### src/rtl/fsim_pkg.sv
package fsim_pkg;

  localparam int unsigned CHAN_W = 8;
  localparam int unsigned SEQ_W  = 64;
  localparam int unsigned QTY_W  = 32;
  localparam int unsigned FLAG_W = 3;
  localparam int unsigned MASK_W = 16;
  localparam int unsigned DCL_W  = 5;

  localparam logic [31:0] ONE_Q16 = 32'h0001_0000;
  localparam logic [31:0] GAP_LIMIT_RST = 32'd16;

  localparam int unsigned FL_GAP_BIT     = 0;
  localparam int unsigned FL_CORRUPT_BIT = 1;
  localparam int unsigned FL_OOO_BIT     = 2;

  // divider: 48-bit dividend, one quotient bit per cycle
  localparam int unsigned DIV_N   = 48;
  localparam int unsigned DIV_CW  = 6;

  typedef enum logic [1:0] {
    ST_HEALTHY   = 2'd0,
    ST_DEGRADED  = 2'd1,
    ST_CORRUPTED = 2'd2,
    ST_LOCKED    = 2'd3
  } chan_status_t;

  typedef enum logic [1:0] {
    CONF_ZERO = 2'd0,
    CONF_HALF = 2'd1,
    CONF_FULL = 2'd2
  } conf_t;

  typedef enum logic [1:0] {
    FSM_IDLE = 2'd0,
    FSM_DIV  = 2'd1,
    FSM_OUT  = 2'd2
  } fsm_state_t;

  typedef struct packed {
    logic [CHAN_W-1:0] chan_id;
    logic [SEQ_W-1:0]  seq_num;
    logic [QTY_W-1:0]  bid_qty;
    logic [QTY_W-1:0]  ask_qty;
    logic [QTY_W-1:0]  last_qty;
    logic [FLAG_W-1:0] flags;
    logic signed [31:0] vwap_delta;
    logic              kill;
    logic              hw_fault;
    logic [MASK_W-1:0] clone_mask;
    logic [DCL_W-1:0]  degraded_clones;
  } frame_t;

  typedef struct packed {
    logic [CHAN_W-1:0] result_channel;
    conf_t             confidence;
    logic [31:0]       energy_factor;
    logic signed [31:0] tick_acceleration;
    logic              feed_degraded;
    logic              freeze_required;
    logic              stress_escalation;
    chan_status_t      chan_state;
  } result_t;

  // controller -> datapath
  typedef struct packed {
    logic load;
    logic step;
    logic finish;
  } dp_cmd_t;

  // datapath -> controller
  typedef struct packed {
    logic div_done;
  } dp_sts_t;

endpackage

### src/rtl/fsim_stream_if.sv
interface fsim_stream_if #(parameter int unsigned W = 8);
  logic         valid;
  logic         ready;
  logic [W-1:0] data;
  modport source (output valid, output data, input ready);
  modport sink   (input valid, input data, output ready);
endinterface

### src/rtl/fsim_ctrl.sv
module fsim_ctrl (
  input  logic              clk,
  input  logic              rst_n,
  input  logic              in_valid,
  output logic              in_ready,
  output logic              out_valid,
  input  logic              out_ready,
  input  fsim_pkg::dp_sts_t sts,
  output fsim_pkg::dp_cmd_t cmd
);
  import fsim_pkg::*;

  fsm_state_t state_r, state_nxt;
  logic       out_valid_r, out_valid_nxt;

  // next state
  always_comb begin
    state_nxt = state_r;
    case (state_r)
      FSM_IDLE: if (in_valid) state_nxt = FSM_DIV;
      FSM_DIV:  if (sts.div_done) state_nxt = FSM_OUT;
      FSM_OUT:  if (!out_valid_r || out_ready) state_nxt = FSM_IDLE;
      default:  state_nxt = FSM_IDLE;
    endcase
  end

  // outputs
  always_comb begin
    cmd.load   = 1'b0;
    cmd.step   = 1'b0;
    cmd.finish = 1'b0;
    in_ready   = 1'b0;
    out_valid_nxt = out_valid_r && !out_ready;
    case (state_r)
      FSM_IDLE: begin
        in_ready = 1'b1;
        cmd.load = in_valid;
      end
      FSM_DIV:  cmd.step = 1'b1;
      FSM_OUT: begin
        if (!out_valid_r || out_ready) begin
          cmd.finish    = 1'b1;
          out_valid_nxt = 1'b1;
        end
      end
      default: ;
    endcase
  end

  assign out_valid = out_valid_r;

  always_ff @(posedge clk) begin
    if (!rst_n) begin
      state_r     <= FSM_IDLE;
      out_valid_r <= 1'b0;
    end else begin
      state_r     <= state_nxt;
      out_valid_r <= out_valid_nxt;
    end
  end
endmodule

### src/rtl/fsim_dp.sv
module fsim_dp #(
  parameter int unsigned NUM_CLONES = 16
) (
  input  logic              clk,
  input  logic              rst_n,
  input  fsim_pkg::frame_t  in_frame,
  input  logic              cfg_we,
  input  logic [31:0]       cfg_data,
  input  fsim_pkg::dp_cmd_t cmd,
  output fsim_pkg::dp_sts_t sts,
  output fsim_pkg::result_t res
);
  import fsim_pkg::*;

  localparam int unsigned MW = (NUM_CLONES < MASK_W) ? NUM_CLONES : MASK_W;

  logic [31:0]       gap_limit_r;
  logic [SEQ_W-1:0]  expected_seq_r;
  logic              seen_frame_r;
  logic [31:0]       gap_total_r;
  chan_status_t      status_r;
  frame_t            frm_r;
  result_t           res_r;

  // divider registers
  logic [DIV_N-1:0]  quo_r;
  logic [32:0]       rem_r;
  logic [32:0]       den_r;
  logic [DIV_CW-1:0] cnt_r;

  // frame decode
  logic [MW-1:0] cmask;
  logic lock, clone, ahead, behind;
  logic [SEQ_W-1:0] gaps;
  logic [31:0] room, gap_tot_nxt;
  assign cmask  = frm_r.clone_mask[MW-1:0];
  assign lock   = frm_r.kill | frm_r.hw_fault;
  assign clone  = (|cmask) | (|frm_r.degraded_clones);
  assign ahead  = seen_frame_r && (frm_r.seq_num > expected_seq_r);
  assign behind = seen_frame_r && (frm_r.seq_num < expected_seq_r);
  assign gaps   = frm_r.seq_num - expected_seq_r;
  assign room   = 32'hFFFF_FFFF - gap_total_r;
  assign gap_tot_nxt = (gaps >= {32'd0, room}) ? 32'hFFFF_FFFF
                                               : gap_total_r + gaps[31:0];

  // restoring division step
  logic [33:0] trial;
  assign trial = {rem_r, quo_r[DIV_N-1]} - {1'b0, den_r};
  assign sts.div_done = (cnt_r == DIV_CW'(DIV_N - 1));

  // result for the current frame
  logic [31:0] amp;
  chan_status_t st_mid;
  logic [31:0] gt_mid;
  result_t r;
  always_comb begin
    amp = (den_r == 33'd0) ? ONE_Q16
        : (|quo_r[DIV_N-1:32]) ? 32'hFFFF_FFFF : quo_r[31:0];
    st_mid = status_r;
    gt_mid = gap_total_r;
    r.result_channel    = frm_r.chan_id;
    r.confidence        = CONF_ZERO;
    r.energy_factor     = 32'd0;
    r.tick_acceleration = 32'sd0;
    r.feed_degraded     = 1'b1;
    r.freeze_required   = 1'b1;
    r.stress_escalation = 1'b1;
    if (lock) begin
      st_mid = ST_LOCKED;
    end else if (clone) begin
      st_mid = ST_DEGRADED;
    end else begin
      if (ahead) begin
        gt_mid = gap_tot_nxt;
        st_mid = ST_DEGRADED;
      end else if (behind) begin
        st_mid = ST_DEGRADED;
      end
      r.tick_acceleration = frm_r.vwap_delta;
      if (behind || (|frm_r.flags) || st_mid != ST_HEALTHY) begin
        if (gt_mid >= gap_limit_r || frm_r.flags[FL_CORRUPT_BIT]) begin
          st_mid = ST_CORRUPTED;
        end else begin
          r.stress_escalation = 1'b0;
          r.confidence    = behind ? CONF_ZERO : CONF_HALF;
          r.energy_factor = behind ? 32'd0 : amp;
        end
      end else begin
        r.confidence        = CONF_FULL;
        r.energy_factor     = amp;
        r.feed_degraded     = 1'b0;
        r.freeze_required   = 1'b0;
        r.stress_escalation = 1'b0;
      end
    end
    r.chan_state = st_mid;
  end

  assign res = res_r;

  // state and config
  always_ff @(posedge clk) begin
    if (!rst_n) begin
      gap_limit_r    <= GAP_LIMIT_RST;
      expected_seq_r <= '0;
      seen_frame_r   <= 1'b0;
      gap_total_r    <= '0;
      status_r       <= ST_HEALTHY;
    end else begin
      if (cfg_we) gap_limit_r <= cfg_data;
      if (cmd.finish) begin
        status_r    <= st_mid;
        gap_total_r <= gt_mid;
        if (!lock && !clone && !behind) begin
          expected_seq_r <= frm_r.seq_num + 64'd1;
          seen_frame_r   <= 1'b1;
        end
      end
    end
  end

  // frame capture, divider and result register
  always_ff @(posedge clk) begin
    if (cmd.load) begin
      frm_r <= in_frame;
      quo_r <= {in_frame.last_qty, 16'd0};
      rem_r <= '0;
      den_r <= {1'b0, in_frame.bid_qty} + {1'b0, in_frame.ask_qty};
      cnt_r <= '0;
    end else if (cmd.step) begin
      if (!trial[33]) begin
        rem_r <= trial[32:0];
        quo_r <= {quo_r[DIV_N-2:0], 1'b1};
      end else begin
        rem_r <= {rem_r[31:0], quo_r[DIV_N-1]};
        quo_r <= {quo_r[DIV_N-2:0], 1'b0};
      end
      cnt_r <= cnt_r + DIV_CW'(1);
    end
    if (cmd.finish) res_r <= r;
  end
endmodule

### src/rtl/feed_sequence_integrity_monitor_unit.sv
// Channel | Dir | Payload
// in_     | in  | frame: channel, sequence, sizes, flags, vwap, faults, clones
// out_    | out | result: channel, confidence, energy, tick, advisories, status
// cfg_    | in  | gap_limit write, no read-back
// Each frame is captured, goes through 48 steps of the bit-serial divider
// for last<<16 / (bid+ask), then the result register is written.
// Reset clears sequence state, status and gap total; gap_limit returns to 16.
// A stalled output holds the result; the next frame is still taken, and its
// result waits after the divide until the result register frees.
module feed_sequence_integrity_monitor_unit #(
  parameter int unsigned NUM_CLONES = 16
) (
  input  logic  clk,
  input  logic  rst_n,
  fsim_stream_if.sink   in_if,
  fsim_stream_if.source out_if,
  input  logic        cfg_we,
  input  logic [31:0] cfg_data
);
  import fsim_pkg::*;

  dp_cmd_t cmd;
  dp_sts_t sts;
  result_t res;

  fsim_ctrl u_ctrl (
    .clk(clk), .rst_n(rst_n),
    .in_valid(in_if.valid), .in_ready(in_if.ready),
    .out_valid(out_if.valid), .out_ready(out_if.ready),
    .sts(sts), .cmd(cmd)
  );

  fsim_dp #(.NUM_CLONES(NUM_CLONES)) u_dp (
    .clk(clk), .rst_n(rst_n),
    .in_frame(frame_t'(in_if.data)),
    .cfg_we(cfg_we), .cfg_data(cfg_data),
    .cmd(cmd), .sts(sts), .res(res)
  );

  assign out_if.data = res;
endmodule

### src/flat_wrapper.sv
// flat-port wrapper written by rule: the top's interface ports become plain ports
module feed_sequence_integrity_monitor_unit_flat import fsim_pkg::*;
#(
  parameter int unsigned NUM_CLONES = 16
)
  (clk, rst_n, cfg_we, cfg_data, in_if_valid, in_if_data, in_if_ready, out_if_valid, out_if_data, out_if_ready);
  fsim_stream_if #(.W($bits(frame_t))) in_if_i ();
  fsim_stream_if #(.W($bits(result_t))) out_if_i ();
  input  logic clk;
  input  logic rst_n;
  input  logic cfg_we;
  input  logic [31:0] cfg_data;
  input wire logic [$bits(in_if_i.valid)-1:0] in_if_valid;
  input wire logic [$bits(in_if_i.data)-1:0] in_if_data;
  output wire logic [$bits(in_if_i.ready)-1:0] in_if_ready;
  output wire logic [$bits(out_if_i.valid)-1:0] out_if_valid;
  output wire logic [$bits(out_if_i.data)-1:0] out_if_data;
  input wire logic [$bits(out_if_i.ready)-1:0] out_if_ready;
  assign in_if_i.valid = in_if_valid;
  assign in_if_i.data = in_if_data;
  assign in_if_ready = in_if_i.ready;
  assign out_if_valid = out_if_i.valid;
  assign out_if_data = out_if_i.data;
  assign out_if_i.ready = out_if_ready;
  feed_sequence_integrity_monitor_unit #(.NUM_CLONES(NUM_CLONES)) u_core (.clk(clk), .rst_n(rst_n), .in_if(in_if_i), .out_if(out_if_i), .cfg_we(cfg_we), .cfg_data(cfg_data));
endmodule
### config.mk
export PLATFORM = sky130hd
export DESIGN_NAME = feed_sequence_integrity_monitor_unit_flat
export DESIGN_NICKNAME = d
export VERILOG_FILES = /design/src/rtl/fsim_pkg.sv /design/src/rtl/fsim_stream_if.sv /design/src/rtl/fsim_ctrl.sv /design/src/rtl/fsim_dp.sv /design/src/rtl/feed_sequence_integrity_monitor_unit.sv /design/src/flat_wrapper.sv
export SDC_FILE = /design/constraint.sdc
export NUM_CORES = 1
export LEC_CHECK = 0
export BUFFER_PORTS_ARGS = -buffer_cell sky130_fd_sc_hd__buf_2
export CAP_MARGIN = 10
export CORE_MARGIN = 2
export CORE_UTILIZATION = 25
export DETAILED_ROUTE_END_ITERATION = 16
export GPL_TIMING_DRIVEN = 0
export SLEW_MARGIN = 20
export SYNTH_ARGS = -nofsm -noshare
export SYNTH_HDL_FRONTEND = slang
export SYNTH_SLANG_ARGS = --single-unit
### constraint.sdc
create_clock -name clk -period 8.4 [get_ports clk]
set_input_delay 1.26 -clock clk [delete_from_list [all_inputs] [get_ports clk]]
set_output_delay 1.26 -clock clk [all_outputs]
set_load 0.05 [all_outputs]
# ---- After elaboration in Yosys (flattened, before gate mapping)
# Index checks and enable logic that the tools add are counted.
dict set report word_totals {
  out_inout_bits 81
  register_bits 463
  inputBits 263
  elab_cells 114
}
dict set report classes {
  n_eq_ne 6
  n_reduce_logical 27
  bitwise_logic 5
  mux 36
  n_lt_le_gt_ge 4
  add_sub_neg 7
}
# operator n
set op_table {}
lappend op_table {{32-bit 2-to-1 mux} 7}
lappend op_table {{48-bit 2-to-1 mux} 2}
lappend op_table {{33-bit 2-to-1 mux} 2}
lappend op_table {{64-bit by 1-bit adder with 64-bit output, second input constant} 1}
lappend op_table {{64-bit by 32-bit greater-or-equal comparator with 1-bit output} 1}
lappend op_table {{64-bit > comparator} 1}
lappend op_table {{64-bit less-than comparator} 1}
lappend op_table {{64-bit subtractor} 1}
lappend op_table {{34-bit 2-to-1 mux} 1}
lappend op_table {{34-bit by 33-bit subtractor with 34-bit output} 1}
lappend op_table {{32-bit by 32-bit adder with 33-bit output} 1}
lappend op_table {{33-bit zero test} 1}
lappend op_table {{32-bit adder} 1}
lappend op_table {{32-bit greater-or-equal comparator} 1}
lappend op_table {{16-bit OR reduction} 2}
lappend op_table {{32-bit subtractor, first input constant} 1}
lappend op_table {{2-bit 2-to-1 mux} 12}
lappend op_table {{1-bit 2-to-1 mux} 11}
lappend op_table {{6-bit by 1-bit adder with 6-bit output, second input constant} 1}
lappend op_table {{6-bit equality test, second input constant} 1}
lappend op_table {{2-bit one-hot mux with 3 select lines} 1}
lappend op_table {{3-bit AND reduction} 2}
lappend op_table {{1-bit logical AND} 5}
lappend op_table {{1-bit zero test} 5}
lappend op_table {{14 further kinds} 22}

# ---- Logic depth before layout (Yosys ltp)
dict set report depth {
  word_depth 12
  ltp_mapped 39
  mapped_depth_nobuf 37
}

# ---- Modules after synthesis
# A second synthesis with hierarchy kept.
dict set report hier_totals {
  hier_cells 2975
  area_unflattened_um2 27579.0
}
# module n_inst area_per_inst_um2 cells_each seq_area_each_um2
set by_module_without_submodules {}
lappend by_module_without_submodules {fsim_dp 1 27430.1 2959 11921.4}
lappend by_module_without_submodules {fsim_ctrl 1 148.9 16 60.1}

# ---- Worst setup path before layout
# Ideal clock, no wire load.
dict set report synth_path {
  kind {input -> register}
  start {input in_if_valid}
  end {register u_core.u_dp.quo_r[11]}
  path_buffers 2
  path_slack_ps 1201
  t_required_ps 8036
  cell_stages 5
  setup_time_ps 364
  t_arrival_ps 6835
  cell_sequence {nand2_1 -> inv_1 -> clkbuf_1 -> buf_1 -> o21ai_0}
}
# item line
set synth_rtl {}
lappend synth_rtl {{from (decl)} flat_wrapper.sv:13} ;# input wire logic [$bits(in_if_i.valid)-1:0] in_if_valid;
lappend synth_rtl {{to (signal assigned)} fsim_dp.sv:126} ;# quo_r <= {in_frame.last_qty, 16'd0};
lappend synth_rtl {{to (signal assigned)} fsim_dp.sv:133} ;# quo_r <= {quo_r[DIV_N-2:0], 1'b1};
lappend synth_rtl {{to (signal assigned)} fsim_dp.sv:136} ;# quo_r <= {quo_r[DIV_N-2:0], 1'b0};
lappend synth_rtl {{to (decl)} fsim_dp.sv:26} ;# logic [DIV_N-1:0] quo_r;

# ---- Worst setup path in the final report
dict set report layout_path {
  start {register u_core.u_dp.frm_r[165] in the netlist's numbering}
  end {register u_core.u_dp.res_r (netlist bit u_core.u_dp.res[58]), data pin}
}
dict set report layout_via {
  elab_chain_cells 10
  elab_cells_between_ends 23
  classes_between {2 x add/sub; 4 x order compare; 11 x mux; 6 x reduce/logical}
}
# item line
set layout_rtl {}
lappend layout_rtl {{from (decl)} fsim_dp.sv:22} ;# frame_t frm_r;
lappend layout_rtl {{from (signal assigned)} fsim_dp.sv:125} ;# frm_r <= in_frame;
lappend layout_rtl {{64-bit subtractor} fsim_dp.sv:41} ;# assign gaps = frm_r.seq_num - expected_seq_r;
lappend layout_rtl {{64-bit by 32-bit greater-or-equal comparator with 1-bit output or 32-bit adder (tied branches)} {fsim_dp.sv:43, fsim_dp.sv:44}}
lappend layout_rtl {{32-bit 2-to-1 mux} fsim_dp.sv:43} ;# assign gap_tot_nxt = (gaps >= {32'd0, room}) ? 32'hFFFF_FFFF
lappend layout_rtl {{32-bit 2-to-1 mux} fsim_dp.sv:73} ;# if (ahead) begin
lappend layout_rtl {{32-bit 2-to-1 mux} fsim_dp.sv:70} ;# end else if (clone) begin
lappend layout_rtl {{32-bit 2-to-1 mux} fsim_dp.sv:68} ;# if (lock) begin
lappend layout_rtl {{32-bit greater-or-equal comparator} fsim_dp.sv:81} ;# if (gt_mid >= gap_limit_r || frm_r.flags[FL_CORRUPT_BIT]) begin
lappend layout_rtl {{1-bit logical OR} fsim_dp.sv:81}
lappend layout_rtl {{33-bit 2-to-1 mux} fsim_dp.sv:81}
lappend layout_rtl {{34-bit 2-to-1 mux (*)} fsim_dp.sv:80} ;# if (behind || (|frm_r.flags) || st_mid != ST_HEALTHY) begin
lappend layout_rtl {{to (signal assigned)} fsim_dp.sv:140} ;# if (cmd.finish) res_r <= r;
lappend layout_rtl {{to (decl)} fsim_dp.sv:23} ;# result_t res_r;
# Every way passes the cells marked *; elsewhere a longest branch is shown, timed or not. The select of a mux whose other input is x is not followed.
# A chain may end at the register's enable or synchronous reset.

==> qor.csv <==
metric,value,unit
Async SR Flop Fraction,0,%
simple-gate portion of the synthesized area,16.0,%
max-cap viol count,0,
Synth Area in Adders,9.18,%
syn_nets,3336,
Leakage,0.0133,uW
layout cells sized above 1,17.7,%
Tcrit/Tclk final,94.9,%
hold buffer count at CTS,0,
distinct cell type count after synthesis,99,
Placement Cell Area,31300,um^2
Slew @ Worst Pin,0.892,ns
met2 WL post-DR,40600,um
Initial DRT Pass Iterations,6,
register bit total from synthesis,462,
CP Capture Type,flop,
Die W,336,um
Synth Area in Compound Gates,19.1,%
Sw Share,30.2,%
CP max FO,10,
largest family of logic cells by synthesized area,compound AO/OA/AOI/OAI gates,
Hold Crit Class,reg -> reg,
Fmax achieved,125,MHz
die footprint,113000,um^2
flop2flop setup slack,0.43,ns
Crit Path Class,reg -> reg,
RR Startpoint,u_core.u_dp.frm_r[165]$_DFFE_PP_,
Worst Hold Endpoint,u_core.u_dp.res[74]$_DFFE_PP_,
initial antenna violation count,17,
Finish-stage setup viols,0,
CP peak stage delay,0.45,ns
VDD IR max,0.139,mV
Arrival @ worst endpoint,8.46,ns
mux cell area share after synthesis,1.31,%
Starting Density,25.3,%
"count leader, synth",edfxtp_1,
top layer in use,met5,
grt ovf,0,
Post-synth top cells,"edfxtp_1, nor2_1, nand2_1",
total I/O pin count,344,
crit start category,flop,
port buffer count,342,
outcome,"complete, no violations",
R2R cell count,36,
Routed WL,87400,um
final hold viol count,0,
"Largest delay share family, worst path",compound AO/OA/AOI/OAI gates,
clock network power share,37.8,%
Clock Tree Buf Depth,3,
post-synthesis sequential area ratio,43.4,%
Rows,121,
min setup slack post-route,0.429,ns
Critical Path Slowest Stage Cell,edfxtp_1,
placed cell count,4697,
Die Height,336,um
"Cell Count, Final, Fillers Out",4827,
Antenna Violating Nets Remaining,0,
Final #Nets,3766,
WP buf/inv,3,
Power Dens Cells,192,nW/um^2
dominant cell type by area after synthesis,edfxtp_1,
number of synthesis warnings,0,
met3 WL,5520,um
Post-Place Setup Slack,-0.942,ns
Hold Crit Depth,0,
"most used cell, CP",a21o_1,
pin count of the biggest net entering global routing,56,
post-DP HPWL,68600,um
Register Area,12000,um^2
Crit path required time,8.88,ns
Final Critical Period,7.97,ns
Post-Syn Area,27600,um^2
total CTS buffers,54,
# fillers,11400,
R2R Path End,u_core.u_dp.res[58]$_SDFFCE_PP0P_,
Max H-tree Level,2,
HP Start,u_core.u_dp.frm_r[221]$_DFFE_PP_,
Initial DRC Count,1499,
# clock sinks,462,
via count,23100,
setup TNS,0,ns
Max-Slew Margin vs Limit,39.9,%
worst clock skew,0.0482,ns
register share of total power,41.8,%
clk root buf,clkbuf_16,
area of the multi-input gates,14500,um^2
fin util,30.7,%
xor-xnor portion of the synthesized cell area,6.28,%
gpl congestion,0.899,
Yosys top cell area share,29.7,%
Pins Over Slew Limit,0,
Residual DRC,0,
NetSw,1940,uW
cell count after synthesis,2873,
"EDFF count, synth",273,
vias in the first global route,22000,
Post-Syn Area per Cell,9.60,um^2
Synth area leaders,"edfxtp_1, dfxtp_1, ha_1",
Cell Int Power,4480,uW
WL met1,38700,um
Synth-to-Final Area Change,21.4,%
final instance area,33500,um^2
vias per std cell,4.78,
WL per Instance,18.1,um
Comb pwr share,20.4,%
CORE AREA,109000,um^2
first-pass GRT wire length,130000,um
gr usage total,14.8,%
"Primary FF master, synth",edfxtp_1,
"Clk Latency, worst-skew pair",0.66,ns
CTS tree,yes,
"Reg clk slew, reported paths",0.06,ns
## flip-flops by register name, summed over array words and instances (netlist names)
signal / flops
u_core.u_dp.quo_r: 48
u_core.u_dp.frm_r: 114
u_core.u_dp.cnt_r: 6
u_core.u_ctrl.out_valid: 1
u_core.u_dp.cmask: 16
u_core.u_dp.res: 78
u_core.u_dp.seen_frame_r: 1
u_core.u_dp.status_r: 2
u_core.u_dp.gap_limit_r: 32
u_core.u_dp.den_r: 33
u_core.u_dp.rem_r: 33
u_core.u_dp.gap_total_r: 32
u_core.u_dp.expected_seq_r: 64
u_core.u_ctrl.state_r: 2
## worst max path at each step
stage,slack (ns),cells after the start,start,to
floorplan,1.20,5,in_if_valid,u_core.u_dp.quo_r[11]$_SDFFE_PP0P_
global placement,-2.31,6,in_if_valid,u_core.u_dp.quo_r[11]$_SDFFE_PP0P_
detailed placement,-0.94,37,u_core.u_dp.frm_r[154]$_DFFE_PP_,u_core.u_dp.res[58]$_SDFFCE_PP0P_
CTS,0.009,38,u_core.u_dp.frm_r[154]$_DFFE_PP_,u_core.u_dp.res[58]$_SDFFCE_PP0P_
global route,-0.03,37,u_core.u_dp.frm_r[165]$_DFFE_PP_,u_core.u_dp.res[42]$_SDFFCE_PP0P_
finish,0.43,36,u_core.u_dp.frm_r[165]$_DFFE_PP_,u_core.u_dp.res[58]$_SDFFCE_PP0P_
## through the flow
step | power (uW) | hold WS (ns)
floorplan | 3610 | 0.400
global placement | 4000 | 0.402
detailed placement | 4000 | 0.415
CTS | 6490 | 0.418
global route | 6730 | 0.423
finish | 6420 | 0.421
## power groups by stage
| stage | Combinational [uW] | Sequential (uW) | Clock, uW |
|---|---|---|---|
| after floorplan | 918 | 2690 | 0 |
| after global placement | 1260 | 2740 | 0 |
| after detailed placement | 1280 | 2730 | 0 |
| after CTS | 1290 | 2680 | 2510 |
| after global routing | 1450 | 2690 | 2590 |
| final | 1310 | 2680 | 2430 |
## timing repair
action                                  4_1_cts  5_1_grt
pin swaps                                     6       21
endpoints found under the setup margin       38       38
resized for setup                            11       31
gates cloned                                  0        1
setup buffers                                 5       22
## routing by layer
metal	up-vias	global-route usage (%)
met3	149	2.28
met4	6	4.39
met1	10800	19.8
met2	682	24.5
li1	11400	-
met5	-	0
## placed cells by master (no fill, tap or decap), types with 77 or more instances in the layout
cell type / Yosys / final
o21ai_0: 131 / 125
nand3_1: 138 / 138
xnor2_1: 101 / 100
a21oi_1: 202 / 195
ha_1: 196 / 189
buf_2: 36 / 380
edfxtp_1: 273 / 273
inv_1: 174 / 172
nor2_1: 223 / 223
xor2_1: 93 / 93
a21o_1: 77 / 77
dfxtp_1: 189 / 189
nand2_1: 211 / 211
## layout make-up
type                            count  area share, %
Antenna cell                        6         0.0448
Tap cell                         1476           5.51
Clock inverter                     31           1.09
Sequential cell                   462           35.8
Buffer                            128           1.85
Inverter                          175           1.97
Clock buffer                       67           4.33
Multi-Input combinational cell   2106           43.3
Timing Repair Buffer              376           6.15
## cell families (layout without fill, tap and decap cells)
kind of cell,Yosys count,count (layout)
flip-flops,462,462
other,0,6
AO/OA/AOI/OAI,780,780
multiplexers,36,36
adder cells (fa/ha/maj),200,200
buffers and inverters,305,777
AND/OR/NAND/NOR,894,894
XOR/XNOR,196,196
## worst reg2reg max path: cells and delay by family, from the launching register on
kind	cells	cell delay (ns)
compound gates	23	4.56
flops	1	0.45
simple gates	6	1.26
fa+ha+maj	3	0.85
buf+inv	3	0.46
xor+xnor	1	0.26
(Power assumes the default switching activity.)
